===== src/rtl/twms_pkg.sv =====
// ----------------------------------------------------------------------------
// twms_pkg
// Shared types and codes of the two-stage machine list scheduler.
// ----------------------------------------------------------------------------
package twms_pkg;

  localparam int TIME_W   = 48;
  localparam int PERIOD_W = 32;
  localparam int COUNT_W  = 11;

  localparam logic [1:0] ACT_LOAD  = 2'd0;
  localparam logic [1:0] ACT_JOB   = 2'd1;
  localparam logic [1:0] ACT_CLEAR = 2'd2;

  localparam logic [1:0] ST_OK      = 2'd0;
  localparam logic [1:0] ST_FULL    = 2'd1;
  localparam logic [1:0] ST_NO_WASH = 2'd2;

  localparam logic REG_DRYER_COUNT  = 1'b0;
  localparam logic REG_DRY_DURATION = 1'b1;

  typedef struct packed {
    logic [1:0]          action;
    logic [PERIOD_W-1:0] wash_period;
  } in_item_t;

  typedef struct packed {
    logic [1:0]        status;
    logic [TIME_W-1:0] job_finish;
    logic [TIME_W-1:0] latest_finish;
  } out_item_t;

  typedef enum logic [3:0] {
    OP_NONE,
    OP_CAPTURE,
    OP_CLEAR,
    OP_SET_FULL,
    OP_SET_NO_WASH,
    OP_W_INS,
    OP_UP_RD,
    OP_UP_CMP,
    OP_PUT,
    OP_RD_ROOT,
    OP_W_RD_PER,
    OP_W_POP_INIT,
    OP_DN_RDL,
    OP_DN_RDR,
    OP_DN_CMP,
    OP_D_DECIDE
  } dp_op_t;

  typedef struct packed {
    dp_op_t op;
    logic   dryer;
    logic   emit;
  } dp_cmd_t;

  typedef struct packed {
    logic [1:0] act;
    logic       w_full;
    logic       w_empty;
    logic       d_empty;
    logic       i_zero;
    logic       l_in;
    logic       up_less;
    logic       dn_move;
    logic       fresh;
  } dp_sts_t;

endpackage


===== src/rtl/twms_ctrl.sv =====
// ----------------------------------------------------------------------------
// twms_ctrl
// Sequencer: dispatches items and steps the heap sift loops.
// ----------------------------------------------------------------------------
module twms_ctrl (
  input  logic              clk,
  input  logic              rst_n,
  input  logic              in_valid,
  output logic              in_ready,
  output logic              out_valid,
  input  logic              out_ready,
  input  twms_pkg::dp_sts_t sts,
  output twms_pkg::dp_cmd_t cmd
);
  import twms_pkg::*;

  typedef enum logic [3:0] {
    S_IDLE, S_DISP, S_UP_CHK, S_UP_CMP, S_RD_PER, S_POP_INIT, S_DN_CHK,
    S_DN_RDR, S_DN_CMP, S_D_START, S_D_DECIDE, S_DONE
  } state_t;

  state_t state_r, state_nxt, fin_state;
  logic   sel_r, sel_nxt;
  logic   out_valid_r, out_valid_nxt;

  assign fin_state = (!sel_r && sts.act == ACT_JOB) ? S_D_START : S_DONE;

  always_comb begin
    state_nxt     = state_r;
    sel_nxt       = sel_r;
    cmd.op        = OP_NONE;
    cmd.dryer     = sel_r;
    cmd.emit      = 1'b0;
    out_valid_nxt = out_valid_r && !out_ready;
    unique case (state_r)
      S_IDLE: begin
        sel_nxt = 1'b0;
        if (in_valid) begin
          cmd.op    = OP_CAPTURE;
          state_nxt = S_DISP;
        end
      end
      S_DISP: begin
        state_nxt = S_DONE;
        case (sts.act)
          ACT_LOAD: begin
            if (sts.w_full) begin
              cmd.op = OP_SET_FULL;
            end else begin
              cmd.op    = OP_W_INS;
              state_nxt = S_UP_CHK;
            end
          end
          ACT_JOB: begin
            if (sts.w_empty) begin
              cmd.op = OP_SET_NO_WASH;
            end else begin
              cmd.op    = OP_RD_ROOT;
              state_nxt = S_RD_PER;
            end
          end
          ACT_CLEAR: cmd.op = OP_CLEAR;
          default:   cmd.op = OP_NONE;
        endcase
      end
      S_UP_CHK: begin
        if (sts.i_zero) begin
          cmd.op    = OP_PUT;
          state_nxt = fin_state;
        end else begin
          cmd.op    = OP_UP_RD;
          state_nxt = S_UP_CMP;
        end
      end
      S_UP_CMP: begin
        cmd.op    = OP_UP_CMP;
        state_nxt = sts.up_less ? S_UP_CHK : fin_state;
      end
      S_RD_PER: begin
        cmd.op    = OP_W_RD_PER;
        state_nxt = S_POP_INIT;
      end
      S_POP_INIT: begin
        cmd.op    = OP_W_POP_INIT;
        state_nxt = S_DN_CHK;
      end
      S_DN_CHK: begin
        if (sts.l_in) begin
          cmd.op    = OP_DN_RDL;
          state_nxt = S_DN_RDR;
        end else begin
          cmd.op    = OP_PUT;
          state_nxt = fin_state;
        end
      end
      S_DN_RDR: begin
        cmd.op    = OP_DN_RDR;
        state_nxt = S_DN_CMP;
      end
      S_DN_CMP: begin
        cmd.op    = OP_DN_CMP;
        state_nxt = sts.dn_move ? S_DN_CHK : fin_state;
      end
      S_D_START: begin
        cmd.dryer = 1'b1;
        cmd.op    = sts.d_empty ? OP_NONE : OP_RD_ROOT;
        state_nxt = S_D_DECIDE;
      end
      S_D_DECIDE: begin
        cmd.dryer = 1'b1;
        cmd.op    = OP_D_DECIDE;
        sel_nxt   = 1'b1;
        state_nxt = sts.fresh ? S_UP_CHK : S_DN_CHK;
      end
      S_DONE: begin
        if (!out_valid_r || out_ready) begin
          cmd.emit      = 1'b1;
          out_valid_nxt = 1'b1;
          state_nxt     = S_IDLE;
        end
      end
      default: state_nxt = S_IDLE;
    endcase
  end

  always_ff @(posedge clk) begin
    if (!rst_n) begin
      state_r     <= S_IDLE;
      sel_r       <= 1'b0;
      out_valid_r <= 1'b0;
    end else begin
      state_r     <= state_nxt;
      sel_r       <= sel_nxt;
      out_valid_r <= out_valid_nxt;
    end
  end

  assign in_ready  = (state_r == S_IDLE);
  assign out_valid = out_valid_r;

endmodule


===== config.mk =====
export PLATFORM = sky130hd
export DESIGN_NAME = twms_ctrl
export DESIGN_NICKNAME = d
export VERILOG_FILES = /design/src/rtl/twms_pkg.sv /design/src/rtl/twms_ctrl.sv
export SDC_FILE = /design/constraint.sdc
export NUM_CORES = 1
export LEC_CHECK = 0
export BUFFER_PORTS_ARGS = -buffer_cell sky130_fd_sc_hd__buf_2
export CAP_MARGIN = 20
export CORE_UTILIZATION = 48
export DETAILED_ROUTE_END_ITERATION = 10
export PLACE_DENSITY = 0.76
export REMOVE_ABC_BUFFERS = 1
export SYNTH_ARGS = -nofsm -noshare
export SYNTH_HDL_FRONTEND = slang
export SYNTH_SLANG_ARGS = --single-unit

===== constraint.sdc =====
create_clock -name clk -period 2 [get_ports clk]
set_input_delay 0 -clock clk [delete_from_list [all_inputs] [get_ports clk]]
set_output_delay 0 -clock clk [all_outputs]
set_load 0.03 [all_outputs]

==> qor.tcl <==
set qor(status) {finished, final reports clean}
set qor(critPathKind) {reg2out}
set qor(total_drc_errors_in_the_routed_layout) 0
set qor(nNetsFinal) 133
set qor(crit_path_top_delay_cell) {dfxtp_1}
set qor(hpwlAfterDp_um) 1360
set qor(max_freq_ghz) 0.539
set qor(cts_tree) {yes}
set qor(number_of_global_route_vias_before_repair) 618
set qor(synth_area_per_cell_um2) 6.97
set qor(drtPass1Iterations) 4
set qor(gpl.final_weighted_congestion) 0.880
set qor(die_h_um) 39.3
set qor(yosysMostFrequentCell) {nor2_1}
set qor(synth-warning-count) 0
set qor(synthXorXnorAreaFrac_pct) 1.31
set qor(syn_area_um2) 669
set qor(slew_of_the_pin_with_the_lowest_slew_margin_ps) 575
set qor(top_level_ports) 22
set qor(finalWorstPathRequiredPeriod_ps) 1860
set qor(part_of_the_yosys_area_used_for_sequential_elements_pct) 17.9
set qor(antenna_cells) 0
set qor(crit_fanout) 7
set qor(dp_worst_setup_slack_ps) 412
set qor(area.growth.synth_to_final_pct) 21.9
set qor(total_leakage_power_nw) 0.367
set qor(post_synth_mux_area_share_pct) 0
set qor(placed_cells) 129
set qor(post_synth_fa_ha_maj_area_fraction_pct) 0
set qor(arrival_worst_endpoint_ps) 1860
set qor(fin_ws_ps) 145
set qor(postRouteWirelength_um) 1850
set qor(number_of_antenna_violations_at_the_first_check_in_global_routing) 0
set qor(largest_net_degree_at_the_start_of_global_routing) 22
set qor(synth.cells.most_frequent) {nor2_1 (8), a21oi_1 (7), nand2_1 (7)}
set qor(cts.reportedPaths.clkPinSlew_ps) 50
set qor(global_route_wire_length_before_repair_um) 2750
set qor(timing.critical_path.to_type) {output port}
set qor(cts-buffers-inserted) 3
set qor(power_density_normalized_to_cell_area_nw_per_um2) 1640
set qor(floorplan.die.width_um) 39.3
set qor(cts_num_sinks) 6
set qor(cts.htree.levels) 1
set qor(clk-insertion-delay-late_ps) 250
set qor(synthesis.instances) 96
set qor(path_cells) {inv_1, or3_1, a221o_1, a22oi_1, buf_2}
set qor(synth-compound-area-share_pct) 41.7
set qor(final_hold_violating_endpoints) 0
set qor(final_max_slew_violation_count) 0
set qor(synthesized_flop_and_latch_total) 6
set qor(setup.worst_path.start_class) {flop}
set qor(cpPeakStageDelay_ps) 410
set qor(clockRootBuffer) {clkbuf_4}
set qor(synth.distinct_cells) 39
set qor(via_density) 6.13
set qor(yosys.area.top_type) {dfxtp_1}
set qor(synth-edff-count) 0
set qor(start_util_pct) 51.4
set qor(post_cts.resized_instances) 0
set qor(grtUsageTotal_pct) 26.8
set qor(synthDominantCellAreaShare_pct) 17.9
set qor(die_area_um2) 1550
set qor(post_layout_nonfiller_instances) 132
set qor(worstHoldPathType) {in2reg}
set qor(post_synth_and_or_nand_nor_area_fraction_pct) 32.9
set qor(ys_dominant_reg_cell) {dfxtp_1}
set qor(hold_buffers) 0
set qor(fraction_of_final_layout_cells_with_drive_strength_greater_than_1_pct) 25.6
set qor(synthTopCellsByArea) {dfxtp_1 (18%), nor2b_1 (5.6%), a21oi_1 (5.2%), o21ai_0 (4.5%), nor2_1 (4.5%)}
set qor(rsz0062_at_grt) {no}
set qor(placement.io_buffers) 21
set qor(globalRoute.totalOverflow) 0
set qor(worst_slew_margin_rel_pct) 61.6
set qor(cts.path.max_buffers) 2
set qor(fillerInstances) 127
set qor(largest_family_of_logic_cells_by_synthesized_area) {compound AO/OA/AOI/OAI gates}
set qor(fin_skew_ps) 5.28
set qor(share_of_synthesized_flip_flops_with_an_asynchronous_set_or_reset_pct) 0
set qor(finalSetupTns_ps) 0
set qor(post_cts_buffers) 0
set qor(ir_drop_mv) 0.784
set qor(drv.max_cap_violation_count) 0
set qor(coreArea_um2) 1300
set qor(setup_violations) 0
set qor(std_cell_rows) 13
set qor(final_min_period_over_clock_period_pct) 92.8
set qor(antenna_violating_nets_post_route) 0
set qor(num_vias) 809
set qor(initialDrtViolationCount) 33
set qor(cp.required_ps) 2000
set qor(drt-wirelength-per-cell_um) 14.0
set qor(finalHoldWorstSlack_ps) 43.8
==> placed cells by master (no fill, tap or decap), types with 4 or more instances in the layout <==
cell type / count
nand2_1: 7
o21ai_0: 6
buf_2: 21
dfxtp_1: 6
nor2b_1: 6
a21oi_1: 7
nand3_1: 4
buf_4: 4
nor2_1: 8
==> worst paths after layout <==
check	slack [ps]	depth (start not counted)	startpoint	to
max	140	5	state_r[0]	cmd[3]
min	40	2	rst_n	state_r[3]
max reg2reg	410	4	state_r[0]	state_r[3]
min reg2reg	550	2	sel_r	sel_r
==> where the power goes <==
part	switching (W)	internal [W]	leakage, nW
Clock	0.0000455	0.0000680	0.0138
Combinational	0.000635	0.000397	0.304
Sequential	0.0000341	0.000157	0.0491
Total	0.000715	0.000622	0.367
==> logic make-up (layout without fill, tap and decap cells) <==
| family | after synthesis | in the layout |
|---|---|---|
| and+or+nand+nor | 40 | 40 |
| AOI/OAI and AO/OA | 39 | 39 |
| buffers and inverters | 10 | 31 |
| DFF | 6 | 6 |
| xor gates and xnor gates | 1 | 1 |
==> layout make-up <==
| cell class | instances | area (µm²) | share of cell area (%) |
|---|---|---|---|
| Multi-Input combinational cell | 80 | 508 | 62.3 |
| Timing Repair Buffer | 25 | 135 | 16.6 |
| Inverter | 3 | 11.3 | 1.38 |
| Tap cell | 15 | 18.8 | 2.30 |
| Sequential cell | 6 | 120 | 14.7 |
| Clock buffer | 3 | 22.5 | 2.76 |
==> sequential cells by signal, indices dropped and copies added (netlist names) <==
name       flops
sel_r          1
out_valid      1
state_r        4
==> routing by layer <==
layer,track usage [%],wire length (µm)
met4,12.1,38
met3,6.25,99
met5,0,0
met2,39.6,870
met1,36.1,840
==> critical path, delay by kind of cell, from the launching register on <==
family	cells	cell delay, ps
simple gates	1	380
compound gates	2	470
flops	1	410
buf+inv	2	340
==> metrics by stage <==
step	utilization, %	instance area (µm²)	total power, W
6_report	62.7	816	0.00134
4_1_cts	62.7	816	0.00134
2_1_floorplan	-	639	0.000942
3_3_place_gp	61.0	793	0.00121
5_1_grt	62.7	816	0.00145
3_5_place_dp	61.0	793	0.00122
(Power assumes the default switching activity.)
